==> src/design/jsu_pkg.sv <==
// ----------------------------------------------------------------------------
// jsu_pkg: shared types and constants for the JSON string unescaper
// Phase codes, result kinds, channel payload types, hex and UTF-8 helpers.
// ----------------------------------------------------------------------------
package jsu_pkg;

  localparam int MaxRes = 8;
  localparam int CntW   = $clog2(MaxRes + 1);
  localparam int PtrW   = $clog2(MaxRes);

  localparam logic [15:0] SURR_HIGH_MIN = 16'hD800;
  localparam logic [15:0] SURR_HIGH_MAX = 16'hDBFF;
  localparam logic [15:0] SURR_LOW_MIN  = 16'hDC00;
  localparam logic [15:0] SURR_LOW_MAX  = 16'hDFFF;
  localparam logic [20:0] SUPP_BASE     = 21'h10000;
  localparam logic [20:0] REPL_CHAR     = 21'h0FFFD;

  localparam logic [7:0] CH_QUOTE = 8'h22;
  localparam logic [7:0] CH_BSLASH = 8'h5C;
  localparam logic [7:0] CH_N = 8'h6E;
  localparam logic [7:0] CH_T = 8'h74;
  localparam logic [7:0] CH_R = 8'h72;
  localparam logic [7:0] CH_B = 8'h62;
  localparam logic [7:0] CH_F = 8'h66;
  localparam logic [7:0] CH_U = 8'h75;

  typedef enum logic [3:0] {
    PH_IDLE     = 4'd0,
    PH_TEXT     = 4'd1,
    PH_ESC      = 4'd2,
    PH_HEX      = 4'd3,
    PH_PAIR_BS  = 4'd4,
    PH_PAIR_U   = 4'd5,
    PH_PAIR_HEX = 4'd6,
    PH_DONE     = 4'd7
  } phase_t;

  typedef enum logic [1:0] {
    KIND_DATA   = 2'd0,
    KIND_CLOSED = 2'd1,
    KIND_BADHEX = 2'd2,
    KIND_OPEN   = 2'd3
  } kind_t;

  typedef struct packed {
    logic [7:0] in_byte;
    logic       first;
    logic       final_req;
  } in_item_t;

  typedef struct packed {
    logic [7:0] out_byte;
    logic [1:0] kind;
    logic       run_end;
  } out_item_t;

  // Encoded byte run: up to four bytes, b[0] goes out first.
  typedef struct packed {
    logic [2:0]      len;
    logic [3:0][7:0] b;
  } utf8_t;

  typedef struct packed {
    logic       ok;
    logic [3:0] val;
  } hex_t;

  function automatic hex_t hex_decode(input logic [7:0] c);
    hex_t h;
    h.ok  = 1'b1;
    h.val = 4'd0;
    if (c >= 8'h30 && c <= 8'h39) begin
      h.val = c[3:0];
    end else if ((c >= 8'h61 && c <= 8'h66) || (c >= 8'h41 && c <= 8'h46)) begin
      h.val = 4'(c[2:0] + 3'd1) + 4'd8;
    end else begin
      h.ok = 1'b0;
    end
    return h;
  endfunction

  function automatic utf8_t utf8_encode(input logic [20:0] cp);
    utf8_t u;
    u = '0;
    if (cp < 21'h80) begin
      u.len  = 3'd1;
      u.b[0] = {1'b0, cp[6:0]};
    end else if (cp < 21'h800) begin
      u.len  = 3'd2;
      u.b[0] = {3'b110, cp[10:6]};
      u.b[1] = {2'b10, cp[5:0]};
    end else if (cp < 21'h10000) begin
      u.len  = 3'd3;
      u.b[0] = {4'b1110, cp[15:12]};
      u.b[1] = {2'b10, cp[11:6]};
      u.b[2] = {2'b10, cp[5:0]};
    end else begin
      u.len  = 3'd4;
      u.b[0] = {5'b11110, cp[20:18]};
      u.b[1] = {2'b10, cp[17:12]};
      u.b[2] = {2'b10, cp[11:6]};
      u.b[3] = {2'b10, cp[5:0]};
    end
    return u;
  endfunction

  function automatic utf8_t raw_byte(input logic [7:0] c);
    utf8_t u;
    u      = '0;
    u.len  = 3'd1;
    u.b[0] = c;
    return u;
  endfunction

endpackage

==> src/design/jsu_in_if.sv <==
// ----------------------------------------------------------------------------
// jsu_in_if: input byte channel
// Valid/ready channel carrying one raw string-body byte and its flags.
// ----------------------------------------------------------------------------
interface jsu_in_if;
  import jsu_pkg::*;

  logic     valid;
  logic     ready;
  in_item_t data;

  modport source (output valid, output data, input ready);
  modport sink   (input valid, input data, output ready);
endinterface

==> src/design/jsu_out_if.sv <==
// ----------------------------------------------------------------------------
// jsu_out_if: result channel
// Valid/ready channel carrying one decoded byte or status result.
// ----------------------------------------------------------------------------
interface jsu_out_if;
  import jsu_pkg::*;

  logic      valid;
  logic      ready;
  out_item_t data;

  modport source (output valid, output data, input ready);
  modport sink   (input valid, input data, output ready);
endinterface

==> src/design/json_string_unescape_utf8.sv <==
// ----------------------------------------------------------------------------
// json_string_unescape_utf8: JSON string body unescaper with UTF-8 output
// Decodes backslash escapes and \uXXXX (with surrogate pairs) into UTF-8,
// and reports closed, bad-hex and unterminated status results.
// ----------------------------------------------------------------------------
//  channel   dir  payload                        transfer
//  in_ch     in   in_byte[8] first final_req     valid & ready
//  out_ch    out  out_byte[8] kind[2] run_end    valid & ready
//
//  One input byte per cycle is decoded, while the result buffer is free,
//  from a one-entry input register into a result buffer of up to eight
//  entries, drained one result per cycle while out_ch is ready. Bytes
//  giving one result or none sustain one byte per cycle; others hold the
//  buffer until drained; an empty input register takes bytes meanwhile.
//  rst_n (synchronous, low) returns the decoder to idle and empties both.
// ----------------------------------------------------------------------------
module json_string_unescape_utf8 (
  input  logic      clk,
  input  logic      rst_n,
  jsu_in_if.sink    in_ch,
  jsu_out_if.source out_ch
);
  import jsu_pkg::*;

  localparam logic [7:0] FFFD_B0 = 8'hEF;
  localparam logic [7:0] FFFD_B1 = 8'hBF;
  localparam logic [7:0] FFFD_B2 = 8'hBD;

  // input register
  logic     in_v_r;
  in_item_t in_r;

  // decoder state
  phase_t      phase_r, phase_nxt;
  logic [2:0]  hc_r, hc_nxt;
  logic [15:0] acc_r, acc_nxt;
  logic [9:0]  hh_r, hh_nxt;

  // result buffer
  logic                      buf_v_r, buf_v_nxt;
  logic [CntW-1:0]           cnt_r, cnt_nxt;
  logic [PtrW-1:0]           ptr_r;
  logic [MaxRes-1:0][7:0]    rb_r, rb_nxt;
  kind_t [MaxRes-1:0]        rk_r, rk_nxt;

  logic last, buf_free, load;

  assign last     = ({1'b0, ptr_r} == cnt_r - CntW'(1));
  assign buf_free = !buf_v_r || (out_ch.ready && last);
  assign load     = in_v_r && buf_free;
  assign in_ch.ready = !in_v_r || buf_free;

  always_ff @(posedge clk) begin
    if (!rst_n) begin
      in_v_r <= 1'b0;
    end else if (in_ch.valid && in_ch.ready) begin
      in_v_r <= 1'b1;
    end else if (load) begin
      in_v_r <= 1'b0;
    end
    if (in_ch.valid && in_ch.ready) begin
      in_r <= in_ch.data;
    end
  end

  // ---------------- decode ----------------
  phase_t      ph;
  logic [2:0]  hc;
  logic [15:0] acc, acc_n;
  logic [9:0]  hh;
  logic [7:0]  c;
  hex_t        hx;

  // text byte
  phase_t t_ph;
  utf8_t  t_mn;
  logic   t_close;
  // escaped byte
  phase_t e_ph;
  utf8_t  e_mn;
  // completed \u value
  phase_t f_ph;
  utf8_t  f_mn;
  logic   f_high, is_low;
  logic [20:0] pair_cp;

  logic   pre;
  utf8_t  mn;
  logic   term_en;
  kind_t  term_kind;

  always_comb begin
    c   = in_r.in_byte;
    ph  = in_r.first ? PH_TEXT : phase_r;
    hc  = in_r.first ? 3'd0 : hc_r;
    acc = in_r.first ? 16'd0 : acc_r;
    hh  = in_r.first ? 10'd0 : hh_r;
    hx  = hex_decode(c);
    acc_n = {acc[11:0], hx.val};

    t_ph = PH_TEXT;
    t_mn = '0;
    t_close = 1'b0;
    if (c == CH_QUOTE) begin
      t_close = 1'b1;
      t_ph    = PH_DONE;
    end else if (c == CH_BSLASH) begin
      t_ph = PH_ESC;
    end else begin
      t_mn = raw_byte(c);
    end

    e_ph = PH_TEXT;
    case (c)
      CH_N:    e_mn = raw_byte(8'h0A);
      CH_T:    e_mn = raw_byte(8'h09);
      CH_R:    e_mn = raw_byte(8'h0D);
      CH_B:    e_mn = raw_byte(8'h08);
      CH_F:    e_mn = raw_byte(8'h0C);
      CH_U: begin
        e_mn = '0;
        e_ph = PH_HEX;
      end
      default: e_mn = raw_byte(c);
    endcase

    is_low  = (acc_n >= SURR_LOW_MIN) && (acc_n <= SURR_LOW_MAX);
    f_high  = (acc_n >= SURR_HIGH_MIN) && (acc_n <= SURR_HIGH_MAX);
    pair_cp = SUPP_BASE + {1'b0, hh, acc_n[9:0]};
    if (f_high) begin
      f_ph = PH_PAIR_BS;
      f_mn = '0;
    end else if (is_low) begin
      f_ph = PH_TEXT;
      f_mn = utf8_encode(REPL_CHAR);
    end else begin
      f_ph = PH_TEXT;
      f_mn = utf8_encode({5'd0, acc_n});
    end

    phase_nxt = ph;
    hc_nxt    = hc;
    acc_nxt   = acc;
    hh_nxt    = hh;
    pre       = 1'b0;
    mn        = '0;
    term_en   = 1'b0;
    term_kind = KIND_DATA;

    case (ph)
      PH_TEXT: begin
        phase_nxt = t_ph;
        mn        = t_mn;
        term_en   = t_close;
        term_kind = KIND_CLOSED;
      end
      PH_ESC: begin
        phase_nxt = e_ph;
        mn        = e_mn;
        if (e_ph == PH_HEX) begin
          hc_nxt  = 3'd0;
          acc_nxt = 16'd0;
        end
      end
      PH_HEX, PH_PAIR_HEX: begin
        if (!hx.ok) begin
          term_en   = 1'b1;
          term_kind = KIND_BADHEX;
          phase_nxt = PH_DONE;
        end else begin
          acc_nxt = acc_n;
          hc_nxt  = hc + 3'd1;
          if (hc == 3'd3) begin
            if (ph == PH_PAIR_HEX && is_low) begin
              mn        = utf8_encode(pair_cp);
              phase_nxt = PH_TEXT;
            end else begin
              // plain \u value, or a lone high surrogate before a non-low value
              pre       = (ph == PH_PAIR_HEX);
              mn        = f_mn;
              phase_nxt = f_ph;
              if (f_high) hh_nxt = acc_n[9:0];
            end
          end
        end
      end
      PH_PAIR_BS: begin
        if (c == CH_BSLASH) begin
          phase_nxt = PH_PAIR_U;
        end else begin
          pre       = 1'b1;
          phase_nxt = t_ph;
          mn        = t_mn;
          term_en   = t_close;
          term_kind = KIND_CLOSED;
        end
      end
      PH_PAIR_U: begin
        if (c == CH_U) begin
          phase_nxt = PH_PAIR_HEX;
          hc_nxt    = 3'd0;
          acc_nxt   = 16'd0;
        end else begin
          pre       = 1'b1;
          phase_nxt = e_ph;
          mn        = e_mn;
          if (e_ph == PH_HEX) begin
            hc_nxt  = 3'd0;
            acc_nxt = 16'd0;
          end
        end
      end
      default: ;
    endcase

    if (in_r.final_req && phase_nxt != PH_IDLE && phase_nxt != PH_DONE) begin
      term_en   = 1'b1;
      term_kind = KIND_OPEN;
      phase_nxt = PH_DONE;
    end
  end

  // ---------------- result assembly ----------------
  logic [CntW-1:0] pre_n, main_end;

  always_comb begin
    logic [CntW-1:0] pos, rel;
    pre_n    = pre ? CntW'(3) : CntW'(0);
    main_end = pre_n + CntW'(mn.len);
    cnt_nxt  = main_end + CntW'(term_en);
    for (int i = 0; i < MaxRes; i++) begin
      pos = CntW'(i);
      rel = pos - pre_n;
      rb_nxt[i] = 8'd0;
      rk_nxt[i] = KIND_DATA;
      if (pos < pre_n) begin
        case (pos[1:0])
          2'd0:    rb_nxt[i] = FFFD_B0;
          2'd1:    rb_nxt[i] = FFFD_B1;
          default: rb_nxt[i] = FFFD_B2;
        endcase
      end else if (pos < main_end) begin
        rb_nxt[i] = mn.b[rel[1:0]];
      end else if (pos == main_end && term_en) begin
        rk_nxt[i] = term_kind;
      end
    end
    buf_v_nxt = (cnt_nxt != CntW'(0));
  end

  always_ff @(posedge clk) begin
    if (!rst_n) begin
      phase_r <= PH_IDLE;
      hc_r    <= 3'd0;
      acc_r   <= 16'd0;
      hh_r    <= 10'd0;
      buf_v_r <= 1'b0;
      cnt_r   <= '0;
      ptr_r   <= '0;
    end else if (load) begin
      phase_r <= phase_nxt;
      hc_r    <= hc_nxt;
      acc_r   <= acc_nxt;
      hh_r    <= hh_nxt;
      buf_v_r <= buf_v_nxt;
      cnt_r   <= cnt_nxt;
      ptr_r   <= '0;
    end else if (buf_v_r && out_ch.ready) begin
      if (last) begin
        buf_v_r <= 1'b0;
      end else begin
        ptr_r <= ptr_r + PtrW'(1);
      end
    end
    if (load) begin
      rb_r <= rb_nxt;
      rk_r <= rk_nxt;
    end
  end

  assign out_ch.valid         = buf_v_r;
  assign out_ch.data.out_byte = rb_r[ptr_r];
  assign out_ch.data.kind     = rk_r[ptr_r];
  assign out_ch.data.run_end  = last;

`ifndef SYNTHESIS
  a_cnt_nonzero: assert property (@(posedge clk) disable iff (!rst_n)
    buf_v_r |-> (cnt_r != '0) && ({1'b0, ptr_r} < cnt_r))
    else $error("result buffer index out of range");

  a_status_last: assert property (@(posedge clk) disable iff (!rst_n)
    (out_ch.valid && out_ch.data.kind != KIND_DATA) |-> out_ch.data.run_end)
    else $error("status result not last of its run");

  a_status_zero: assert property (@(posedge clk) disable iff (!rst_n)
    (out_ch.valid && out_ch.data.kind != KIND_DATA) |-> (out_ch.data.out_byte == 8'd0))
    else $error("status result carries a nonzero byte");

  a_advance: assert property (@(posedge clk) disable iff (!rst_n)
    (out_ch.valid && out_ch.ready && !last) |=>
      (buf_v_r && ptr_r == $past(ptr_r) + PtrW'(1)))
    else $error("result pointer did not advance");

  a_done_quiet: assert property (@(posedge clk) disable iff (!rst_n)
    (load && !in_r.first && (phase_r == PH_DONE || phase_r == PH_IDLE)) |-> !buf_v_nxt)
    else $error("stopped decoder produced a result");
`endif

endmodule

==> src/flat_wrapper.sv <==
// flat-port wrapper written by rule: the top's interface ports become plain ports
module json_string_unescape_utf8_flat import jsu_pkg::*;
  (clk, rst_n, in_ch_valid, in_ch_data, in_ch_ready, out_ch_valid, out_ch_data, out_ch_ready);
  jsu_in_if in_ch_i ();
  jsu_out_if out_ch_i ();
  input  logic clk;
  input  logic rst_n;
  input wire logic [$bits(in_ch_i.valid)-1:0] in_ch_valid;
  input wire logic [$bits(in_ch_i.data)-1:0] in_ch_data;
  output wire logic [$bits(in_ch_i.ready)-1:0] in_ch_ready;
  output wire logic [$bits(out_ch_i.valid)-1:0] out_ch_valid;
  output wire logic [$bits(out_ch_i.data)-1:0] out_ch_data;
  input wire logic [$bits(out_ch_i.ready)-1:0] out_ch_ready;
  assign in_ch_i.valid = in_ch_valid;
  assign in_ch_i.data = in_ch_data;
  assign in_ch_ready = in_ch_i.ready;
  assign out_ch_valid = out_ch_i.valid;
  assign out_ch_data = out_ch_i.data;
  assign out_ch_i.ready = out_ch_ready;
  json_string_unescape_utf8 u_core (.clk(clk), .rst_n(rst_n), .in_ch(in_ch_i), .out_ch(out_ch_i));
endmodule
==> config.mk <==
export PLATFORM = sky130hd
export DESIGN_NAME = json_string_unescape_utf8_flat
export DESIGN_NICKNAME = d
export VERILOG_FILES = /design/src/design/jsu_pkg.sv /design/src/design/jsu_in_if.sv /design/src/design/jsu_out_if.sv /design/src/design/json_string_unescape_utf8.sv /design/src/flat_wrapper.sv
export SDC_FILE = /design/constraint.sdc
export NUM_CORES = 1
export LEC_CHECK = 0
export ABC_AREA = 1
export BUFFER_PORTS_ARGS = -buffer_cell sky130_fd_sc_hd__buf_2
export CAP_MARGIN = 10
export CORE_AREA = 2 2 132 134
export DETAILED_ROUTE_END_ITERATION = 7
export DIE_AREA = 0 0 134 136
export PLACE_DENSITY = 0.66
export SYNTH_ARGS = -nofsm -noshare
export SYNTH_HDL_FRONTEND = slang
export SYNTH_SLANG_ARGS = --single-unit
==> constraint.sdc <==
create_clock -name clk -period 4.9 [get_ports clk]
set_input_delay 0.98 -clock clk [delete_from_list [all_inputs] [get_ports clk]]
set_output_delay 0.98 -clock clk [all_outputs]
set_load 0.005 [all_outputs]
==> reports/metrics.csv, run 1 <==
stage,metric,value,unit
place,dpl ws,0.651,ns
place,GP Congestion,0.979,
pwr,Sw Share,31.7,%
yosys,Post-synth top flop,edfxtp_1,
place,DP Cell Count,1374,
grt,global-route wire length before repair,38700,µm
clock_tree,# H-tree levels,4,
timing,maximum clock frequency,228,MHz
timing,setup slack after layout,0.506,ns
timing,Worst slew margin,31.0,%
setup_path,Reg2Reg Setup Slack,0.51,ns
setup_path,"Req. time, crit path",5.18,ns
pwr,Flop pwr share,39.4,%
drt,First DRT Iteration DRCs,825,
setup_path,critical path arrival,4.68,ns
drt,vias per inst,5.58,
yosys,top-area cell type share of the netlist area,31.9,%
setup_path,CP Launch Point,u_core.in_r[1]$_DFFE_PP_,
yosys,sequential area share after synthesis,41.0,%
setup_path,worst r2r dst,u_core.rb_r[52]$_SDFFCE_PP0P_,
clock_tree,root buf cell,clkbuf_16,
yosys,top post-synthesis cells by area,"edfxtp_1 (32%), nand2_1 (11%), dfxtp_1 (9.2%), nor2_1 (9.0%), o21ai_0 (6.5%)",
pwr,Internal,0.00225,W
setup_path,worst reg-to-reg path cell count,17,
final_layout,NumNets Final,1196,
grt,largest net degree at the start of global routing,82,
clock_tree,Bufs on Longest Clock Path,2,
setup_path,FF-to-FF Start,u_core.in_r[1]$_DFFE_PP_,
timing,final setup fails,0,
final_layout,ant diodes,0,
floorplan,die area,18200,µm²
setup_path,Worst setup SP type,flip-flop,
timing,slew of the pin with the lowest slew margin,1.03,ns
outcome,status,"finished, final reports clean",
drt,routed wire length,23600,µm
yosys,Post-Synthesis Cell Area,8290,µm²
final_layout,final core occ,54.7,%
pwr,Power Density,357,nW/µm²
clock_tree,clk sinks,126,
yosys,"EDFF count, synth",88,
grt,initial antenna violation count,0,
timing,final hold viol count,0,
pwr,Comb power frac,20.4,%
final_layout,most frequent cells in the layout,"nand2_1 (233), nor2_1 (197), inv_1 (135), o21ai_0 (108), edfxtp_1 (88)",
final_layout,filler cell count,1667,
timing,Final period util,89.7,%
drt,drt drc,0,
floorplan,Starting Density,49.1,%
yosys,Synth area leader,edfxtp_1,
job,max-cap viol count,0,
yosys,ys async rst share,0,%
pwr,Peak VDD IR,0.246,mV
timing,clk_skew,0.0118,ns
grt,GRT Overall Usage,27.2,%
pwr,Clock power frac,40.2,%
clock_tree,Post-CTS Repair Setup Buffers,0,
final_layout,Area Growth Syn to Fin,11.3,%
pwr,LEAKAGE,3.98,nW
timing,min Tclk post-route,4.39,ns
place,port bufs,26,
grt,global route overflow,0,
timing,setup_tns,0,ns
drt,DR pass1 iterations,5,
pwr,"Power, Total",0.00330,W
yosys,Ys Warns,0,
place,DPL Wire Length,17300,µm
drt,total via count in the routed design,7841,
drt,Routed WL per cell,16.8,µm
clock_tree,"Clk Latency, worst-skew pair",0.44,ns
timing,RSZ-0062 raised after global routing,false,
clock_tree,CTS tree,done,
min_path,Hold WC Path Type,flip-flop to flip-flop,
yosys,syn avg cell area,7.22,µm²
timing,Final Max Slew Viols,0,
floorplan,Die X,134,µm
yosys,"flops & latches, synth",126,
clock_tree,total CTS buffers,17,
setup_path,Crit Path Max Fanout,12,
clock_tree,CTS resizes,0,
final_layout,post-route insts no fill,1406,
setup_path,worst setup path endpoint,u_core.rb_r[52]$_SDFFCE_PP0P_,
floorplan,io pins,27,
setup_path,CP Capture Type,flip-flop,
final_layout,"most common cell after layout, fill and taps aside",nand2_1,
yosys,Synth Instances,1148,
setup_path,WS Path Type,flip-flop to flip-flop,
clock_tree,"Clk pin slew, worst setup/hold paths",0.07,ns
pwr,Switch Pwr,0.00104,W
final_layout,share of layout cells above drive strength 1,10.9,%
floorplan,core area,16900,µm²
floorplan,row count,48,
drt,Final ANT Viol Nets,0,
yosys,Synth cell types,51,
grt,vias in the first global route,7330,
floorplan,die height,136,µm
clock_tree,Hold Buf Count CTS,0,
-- metrics by stage --
stage,hold WS (ns),cell area (µm²)
6_report,0.477,9230
5_1_grt,0.504,9230
4_1_cts,0.476,9230
3_5_place_dp,0.468,8620
3_3_place_gp,0.469,8620
2_1_floorplan,0.449,8300
-- worst max-delay path, cell delays in order (launching register included) --
cell	delay, ns
edfxtp_1	0.61
buf_4	0.29
nor2_1	0.44
inv_1	0.20
nand3_1	0.13
nor3_1	0.05
nand3_1	0.19
inv_1	0.12
o311ai_1	0.32
nand3b_1	0.12
ha_1	0.23
inv_1	0.08
fa_1	0.45
nor2_1	0.29
inv_1	0.13
o21ai_1	0.19
nand2_1	0.21
nor2_1	0.18
-- synth_stat cells, types with 5 or more instances --
master and instances:
a21oi_1 49, a22oi_1 5, a31oi_1 16, buf_2 14, clkbuf_1 21, dfxtp_1 38
edfxtp_1 88, ha_1 13, inv_1 135, inv_2 12, nand2_1 233, nand2_2 7
nand3_1 76, nand4_1 15, nor2_1 198, nor2_2 11, o211ai_1 11, o21ai_0 108
o21ai_1 11, o22ai_1 23
-- power groups by stage --
stage | Combinational (W) | Clock (W) | Sequential (W)
after floorplan | 0.000479 | 0 | 0.00130
after global placement | 0.000660 | 0 | 0.00132
after detailed placement | 0.000660 | 0 | 0.00132
after CTS | 0.000664 | 0.00134 | 0.00130
after global routing | 0.000752 | 0.00138 | 0.00131
final | 0.000671 | 0.00133 | 0.00130
-- per-layer routing --
| layer | wire length, µm | global-route usage, % | part of all wire [%] |
|---|---|---|---|
| met5 | 0 | 0 | 0 |
| met4 | 777 | 11.6 | 3.3 |
| met3 | 1420 | 3.47 | 6.0 |
| met2 | 10700 | 43.4 | 45 |
| met1 | 10700 | 37.4 | 45 |
-- worst min-delay path by stage --
stage,start,end,slack (ns),cells past startpoint
final,u_core.hc_r[1]$_SDFFE_PN0P_,u_core.hc_r[1]$_SDFFE_PN0P_,0.48,2
after global routing,u_core.hc_r[2]$_SDFFE_PN0P_,u_core.hc_r[2]$_SDFFE_PN0P_,0.50,2
after CTS,u_core.hc_r[0]$_SDFFE_PN0P_,u_core.hc_r[0]$_SDFFE_PN0P_,0.48,2
after detailed placement,u_core.hc_r[0]$_SDFFE_PN0P_,u_core.hc_r[0]$_SDFFE_PN0P_,0.47,2
after global placement,u_core.hc_r[0]$_SDFFE_PN0P_,u_core.hc_r[0]$_SDFFE_PN0P_,0.47,2
after floorplan,u_core.hc_r[1]$_SDFFE_PN0P_,u_core.hc_r[1]$_SDFFE_PN0P_,0.45,2
-- cell families (layout without fill, tap and decap cells) --
kind of cell	Yosys count	count (layout)	synth area share, %
AND/OR/NAND/NOR	571	571	30.7
AO/OA/AOI/OAI	236	236	15.9
buffers and inverters	194	225	9.54
flip-flops	126	126	41.0
adder cells (fa/ha/maj)	14	14	2.20
XOR/XNOR	6	6	0.634
other	1	3	0.0452
-- cell type report --
type	count	area, µm²	area share [%]
Tap cell	225	282	3.05
Timing Repair Buffer	41	243	2.63
Clock inverter	15	185	2.01
Multi-Input combinational cell	830	4110	44.6
Inverter	152	578	6.26
Clock buffer	17	425	4.61
Sequential cell	126	3400	36.9
-- flip-flops by register name (all words and copies together) (netlist names) --
register / flops
u_core.in_r: 2
u_core.in_v_r: 1
u_core.hc_r: 3
u_core.phase_r: 4
u_core.rk_r: 16
u_core.out_ch.valid: 1
u_core.acc_r: 12
u_core.rb_r: 62
u_core.ptr_r: 3
u_core.hh_r: 10
u_core.c: 8
u_core.cnt_r: 4
Power figures use the tool's default switching activity.
==> run 2, diff against run 1 <==
CTS_CLUSTER_DIAMETER = 60   (was default)
RECOVER_POWER = 25   (was default)
clock period = 5.2 ns   (was 4.9 ns; I/O delays follow)
==> run 2 against run 1 <==
  * Fmax fell by 4.5%
  * First-iteration DRC count rose by 5.6%
  * Routed wire length rose by 2.1%
  * Cell area fell by 0.18%
  * Via count fell by 0.17%
  * Clock-buffer cell count rose by 2
  * Sequential power fell by 6%
  * Clock skew fell by 0.0044 ns
  * Critical endpoint is now u_core.rb_r[34]$_SDFFCE_PP0P_
  * Highest routed layer unchanged
==> reports/metrics.csv, run 2 (synthesized netlist as in run 1, its figures left out) <==
stage,metric,value,unit
place,DPL Wire Length,17500,µm
final_layout,top flop regs,"u_core.rb_r: 62 flops, u_core.rk_r: 16 flops, u_core.acc_r: 12 flops",
pwr,Clock power frac,39.9,%
final_layout,share of layout cells above drive strength 1,10.2,%
setup_path,critical path arrival,4.90,ns
clock_tree,CTS tree,done,
setup_path,"slowest stage delay, CP",0.53,ns
drt,Final ANT Viol Nets,0,
setup_path,Reg2Reg Setup Slack,0.60,ns
final_layout,final core occ,54.6,%
timing,slew of the pin with the lowest slew margin,1.46,ns
timing,maximum clock frequency,217,MHz
pwr,Power Density,335,nW/µm²
job,max-cap viol count,0,
pwr,Switch Pwr,0.000972,W
final_layout,Biggest register,u_core.rb_r,
timing,Final Max Slew Viols,0,
clock_tree,# H-tree levels,4,
floorplan,die area,18200,µm²
final_layout,most frequent cells in the layout,"nand2_1 (233), nor2_1 (197), inv_1 (135), o21ai_0 (108), edfxtp_1 (88)",
final_layout,Area Growth Syn to Fin,11.1,%
timing,Worst slew margin,2.63,%
final_layout,ant diodes,0,
clock_tree,total CTS buffers,17,
place,port bufs,26,
setup_path,"Cell Chain, Critical Path",nor2_2 -> ha_1 -> nand2_1 -> nand2_1 -> nand3_1 -> nor2_2 -> nand3_2 -> nand2_1 -> inv_2 -> o311ai_1 -> nand3b_1 -> ha_1 -> inv_1 -> fa_1 -> inv_1 -> nor2_1 -> o21ai_2 -> inv_2 -> a21oi_1 -> nand2_1 -> inv_1,
final_layout,NumNets Final,1197,
setup_path,worst reg-to-reg path cell count,21,
min_path,Hold Crit Start,u_core.hc_r[0]$_SDFFE_PN0P_,
clock_tree,"Clk Latency, worst-skew pair",0.43,ns
min_path,Hold WC Path Type,flip-flop to flip-flop,
drt,drt drc,0,
final_layout,filler cell count,1671,
drt,DR pass1 iterations,5,
floorplan,Starting Density,49.1,%
timing,RSZ-0062 raised after global routing,false,
min_path,hold endpoint,u_core.hc_r[0]$_SDFFE_PN0P_,
place,GP Congestion,1.01,
pwr,Flop pwr share,39.7,%
setup_path,"Req. time, crit path",5.50,ns
clock_tree,Post-CTS Repair Setup Buffers,0,
final_layout,"most common cell after layout, fill and taps aside",nand2_1,
setup_path,WS Path Type,flip-flop to flip-flop,
floorplan,die height,136,µm
setup_path,FF-to-FF Start,u_core.in_r[1]$_DFFE_PP_,
min_path,hold depth,2,
clock_tree,CTS resizes,0,
setup_path,Worst path most repeated cell,nand2_1,
setup_path,critical path's top delay family,simple AND/OR/NAND/NOR gates,
setup_path,"Slowest-stage cell, CP",edfxtp_1,
setup_path,CP Capture Type,flip-flop,
timing,clk_skew,0.00740,ns
setup_path,worst r2r dst,u_core.rb_r[34]$_SDFFCE_PP0P_,
timing,setup_tns,0,ns
grt,vias in the first global route,7547,
drt,First DRT Iteration DRCs,871,
grt,initial antenna violation count,0,
floorplan,io pins,27,
place,Placed Area,8630,µm²
grt,global-route wire length before repair,39300,µm
grt,GRT Overall Usage,27.7,%
pwr,Internal,0.00212,W
drt,vias per inst,5.56,
drt,total via count in the routed design,7828,
clock_tree,Hold Buf Count CTS,0,
grt,largest net degree at the start of global routing,81,
grt,global route overflow,0,
floorplan,row count,48,
timing,final hold viol count,0,
drt,routed wire length,24100,µm
pwr,LEAKAGE,3.95,nW
timing,min Tclk post-route,4.60,ns
clock_tree,"Clk pin slew, worst setup/hold paths",0.06,ns
pwr,Peak VDD IR,0.226,mV
clock_tree,clk sinks,126,
floorplan,Die X,134,µm
outcome,status,"finished, final reports clean",
final_layout,max reg flops,62,
drt,Routed WL per cell,17.1,µm
pwr,Comb power frac,20.4,%
setup_path,WP buf/inv,5,
final_layout,cell area after layout,9210,µm²
setup_path,Crit Path Max Fanout,10,
floorplan,core area,16900,µm²
setup_path,Worst setup SP type,flip-flop,
clock_tree,Bufs on Longest Clock Path,2,
timing,Final period util,88.5,%
timing,final setup fails,0,
clock_tree,root buf cell,clkbuf_16,
pwr,Sw Share,31.5,%
## run 2: changes by cell type in the layout (fill, tap and decap cells not counted), sizes merged
| cell | change |
|---|---|
| buf | -5 |
| clkbuf | +8 |
| inv | -2 |
## run 2: worst reg2reg max path: cells and delay by family (launching register included)
family,cells,cell delay (ns)
AND/OR/NAND/NOR,10,1.65
adder cells (fa/ha/maj),3,0.97
AO/OA/AOI/OAI,3,0.75
buffers and inverters,5,0.54
flip-flops,1,0.53
## run 2: metal layers
layer	track usage [%]	vias up	share of wire [%]
li1	-	3865	-
met1	37.2	3616	45
met2	44.8	292	46
met3	4.18	55	5.5
met4	11.7	0	3.2
met5	0	-	0
## run 2: stage by stage
step / setup slack, ns / std cells / hold WS (ns) / total power [W]
4_1_cts: 0.676 / 1407 / 0.479 / 0.00309
5_1_grt: 0.355 / 1407 / 0.508 / 0.00322
3_5_place_dp: 0.712 / 1375 / 0.470 / 0.00187
3_3_place_gp: 0.860 / 1375 / 0.467 / 0.00186
6_report: 0.598 / 1407 / 0.480 / 0.00309
2_1_floorplan: 1.32 / 1150 / 0.449 / 0.00168
## run 2: worst max path at each step
stage | startpoint | end | slack [ns] | cells past startpoint
3_5_place_dp | u_core.in_r[1]$_DFFE_PP_ | u_core.rb_r[34]$_SDFFCE_PP0P_ | 0.71 | 21
4_1_cts | u_core.in_r[1]$_DFFE_PP_ | u_core.rb_r[34]$_SDFFCE_PP0P_ | 0.68 | 21
2_1_floorplan | u_core.in_r[1]$_DFFE_PP_ | u_core.rb_r[32]$_SDFFCE_PP0P_ | 1.32 | 22
3_3_place_gp | u_core.in_r[1]$_DFFE_PP_ | u_core.rb_r[32]$_SDFFCE_PP0P_ | 0.86 | 21
6_report | u_core.in_r[1]$_DFFE_PP_ | u_core.rb_r[34]$_SDFFCE_PP0P_ | 0.60 | 21
5_1_grt | u_core.in_r[1]$_DFFE_PP_ | u_core.rb_r[34]$_SDFFCE_PP0P_ | 0.36 | 21
## run 2: cell type report
cell class | count | area (µm²) | area share (%)
multi-input combinational | 830 | 4110 | 44.6
tap | 225 | 282 | 3.06
clock inverter | 13 | 164 | 1.78
timing repair buffer | 42 | 240 | 2.61
inverter | 152 | 578 | 6.27
sequential | 126 | 3400 | 36.9
clock buffer | 19 | 433 | 4.70
## run 2: power by group through the flow
stage / Sequential, W / Clock [W] / Combinational [W]
after detailed placement: 0.00124 / 0 / 0.000623
after CTS: 0.00122 / 0.00123 / 0.000627
after global placement: 0.00124 / 0 / 0.000620
final: 0.00122 / 0.00123 / 0.000630
after global routing: 0.00123 / 0.00128 / 0.000711
after floorplan: 0.00123 / 0 / 0.000452
==> run 3, diff against run 2 <==
PLACE_DENSITY = 0.71   (was 0.66)
RECOVER_POWER = default   (was 25)
==> run 3 against run 2 <==
  * Cell area shrank 0.20%
  * Global-route usage fell by 0.26 points
  * Combinational power about the same
  * Critical path type unchanged
  * Highest routed layer unchanged
==> reports/metrics.csv, run 3 (synthesized netlist as in run 1, its figures left out) <==
stage,metric,value,unit
timing,min Tclk post-route,4.67,ns
drt,Routed WL per cell,17.0,µm
grt,GRT Overall Usage,27.4,%
clock_tree,clk sinks,126,
min_path,Hold Crit Start,u_core.hc_r[2]$_SDFFE_PN0P_,
final_layout,area of the multi-input gates,4110,µm²
job,max-cap viol count,0,
timing,final setup fails,0,
clock_tree,"Clk Latency, worst-skew pair",0.43,ns
final_layout,most frequent cells in the layout,"nand2_1 (233), nor2_1 (197), inv_1 (135), o21ai_0 (108), edfxtp_1 (88)",
pwr,Peak VDD IR,0.234,mV
final_layout,Biggest register,u_core.rb_r,
floorplan,row count,48,
final_layout,share of layout cells above drive strength 1,11.0,%
timing,Worst slew margin,27.2,%
final_layout,top flop regs,"u_core.rb_r: 62 flops, u_core.rk_r: 16 flops, u_core.acc_r: 12 flops",
setup_path,FF-to-FF Start,u_core.in_r[1]$_DFFE_PP_,
min_path,hold endpoint,u_core.hc_r[2]$_SDFFE_PN0P_,
final_layout,filler cell count,1638,
drt,Final ANT Viol Nets,0,
clock_tree,# H-tree levels,4,
drt,total via count in the routed design,7960,
place,port bufs,26,
clock_tree,Bufs on Longest Clock Path,2,
setup_path,critical path arrival,4.97,ns
final_layout,ant diodes,0,
floorplan,die area,18200,µm²
drt,drt drc,0,
final_layout,"most common cell after layout, fill and taps aside",nand2_1,
final_layout,Register Area,3400,µm²
floorplan,die height,136,µm
place,GP Congestion,0.993,
drt,vias per inst,5.66,
grt,global-route wire length before repair,38800,µm
floorplan,Die X,134,µm
drt,routed wire length,23900,µm
drt,First DRT Iteration DRCs,888,
clock_tree,Hold Buf Count CTS,0,
clock_tree,"Clk pin slew, worst setup/hold paths",0.06,ns
clock_tree,CTS resizes,0,
timing,setup_tns,0,ns
final_layout,Area Growth Syn to Fin,10.9,%
min_path,hold depth,2,
floorplan,Starting Density,49.1,%
pwr,Power Density,330,nW/µm²
clock_tree,CTS tree,done,
final_layout,NumNets Final,1197,
setup_path,worst r2r dst,u_core.rb_r[32]$_SDFFCE_PP0P_,
setup_path,worst reg-to-reg path cell count,21,
timing,Final period util,89.7,%
timing,hold slack,0.474,ns
clock_tree,root buf cell,clkbuf_16,
clock_tree,Post-CTS Repair Setup Buffers,0,
drt,DR pass1 iterations,6,
pwr,LEAKAGE,3.96,nW
timing,maximum clock frequency,214,MHz
timing,RSZ-0062 raised after global routing,false,
place,DPL Wire Length,17300,µm
setup_path,WS Path Type,flip-flop to flip-flop,
setup_path,Worst setup SP type,flip-flop,
timing,clk_skew,0.0119,ns
grt,largest net degree at the start of global routing,87,
min_path,Hold WC Path Type,flip-flop to flip-flop,
floorplan,core area,16900,µm²
floorplan,io pins,27,
final_layout,max reg flops,62,
setup_path,Crit Path Max Fanout,13,
grt,vias in the first global route,7336,
timing,slew of the pin with the lowest slew margin,1.09,ns
setup_path,Reg2Reg Setup Slack,0.53,ns
grt,global route overflow,0,
outcome,status,"finished, final reports clean",
timing,final hold viol count,0,
grt,initial antenna violation count,0,
setup_path,CP Capture Type,flip-flop,
clock_tree,total CTS buffers,17,
timing,Final Max Slew Viols,0,
setup_path,"Req. time, crit path",5.50,ns
==> run 3: cell count changes in the layout (fill, tap and decap cells not counted) <==
cell | before | now
clkbuf_1 | 8 | 0
buf_2 | 21 | 26
clkinv_2 | 1 | 5
clkinv_1 | 4 | 2
buf_4 | 15 | 16
bufinv_16 | 3 | 2
clkinv_4 | 2 | 1
clkinvlp_4 | 2 | 3
inv_6 | 2 | 3
inv_8 | 1 | 0
==> run 3: power by group <==
part	switching, W	internal [W]
combinational	0.000453	0.000180
clock	0.000478	0.000702
sequential	0.0000427	0.00118
total	0.000973	0.00206
==> run 3: final cells by class <==
class / instances / share of cell area [%]
Multi-Input combinational cell: 830 / 44.7
Clock buffer: 17 / 4.63
Tap cell: 225 / 3.06
Sequential cell: 126 / 37.0
Inverter: 152 / 6.29
Timing Repair Buffer: 42 / 2.72
Clock inverter: 14 / 1.55
==> run 3: through the flow <==
| step | setup WS [ns] | power (W) | instances | cell area (µm²) | util (%) |
|---|---|---|---|---|---|
| floorplan | 1.32 | 0.00168 | 1150 | 8300 | - |
| global placement | 0.752 | 0.00186 | 1375 | 8630 | 51.1 |
| detailed placement | 0.602 | 0.00187 | 1375 | 8630 | 51.1 |
| CTS | 0.594 | 0.00303 | 1406 | 9200 | 54.5 |
| global route | 0.217 | 0.00318 | 1406 | 9200 | 54.5 |
| finish | 0.535 | 0.00304 | 1406 | 9200 | 54.5 |
==> run 3: worst max path at each step <==
stage,start,cells after the start,end,slack [ns]
final,u_core.in_r[1]$_DFFE_PP_,21,u_core.rb_r[32]$_SDFFCE_PP0P_,0.53
after CTS,u_core.in_r[1]$_DFFE_PP_,21,u_core.rb_r[32]$_SDFFCE_PP0P_,0.59
after global routing,u_core.in_r[1]$_DFFE_PP_,21,u_core.rb_r[32]$_SDFFCE_PP0P_,0.22
after detailed placement,u_core.in_r[1]$_DFFE_PP_,21,u_core.rb_r[34]$_SDFFCE_PP0P_,0.60
after floorplan,u_core.in_r[1]$_DFFE_PP_,22,u_core.rb_r[32]$_SDFFCE_PP0P_,1.32
after global placement,u_core.in_r[1]$_DFFE_PP_,21,u_core.rb_r[34]$_SDFFCE_PP0P_,0.75
==> run 3: worst max-delay path: stages (launching register included) <==
cell and delay, ns:
edfxtp_1 0.63, nor2_2 0.41, ha_1 0.27, nand2_1 0.07
nand2_1 0.10, nand3_1 0.09, nor2_2 0.25, nand3_2 0.18
nand2_1 0.18, inv_2 0.05, o311ai_1 0.39, nand3b_1 0.15
ha_1 0.24, inv_1 0.08, fa_1 0.46, inv_1 0.25
nor2_1 0.16, o21ai_2 0.26, inv_2 0.10, a21oi_1 0.12
nand2_1 0.06, inv_1 0.05
==> run 3: routing by layer <==
layer	part of all wire [%]	vias up	track usage (%)	routed length, µm
met1	43	3636	37.0	10300
li1	-	3869	-	-
met2	47	395	44.6	11100
met5	0	-	0	0
met3	7.2	60	4.18	1720
met4	2.9	0	10.6	698
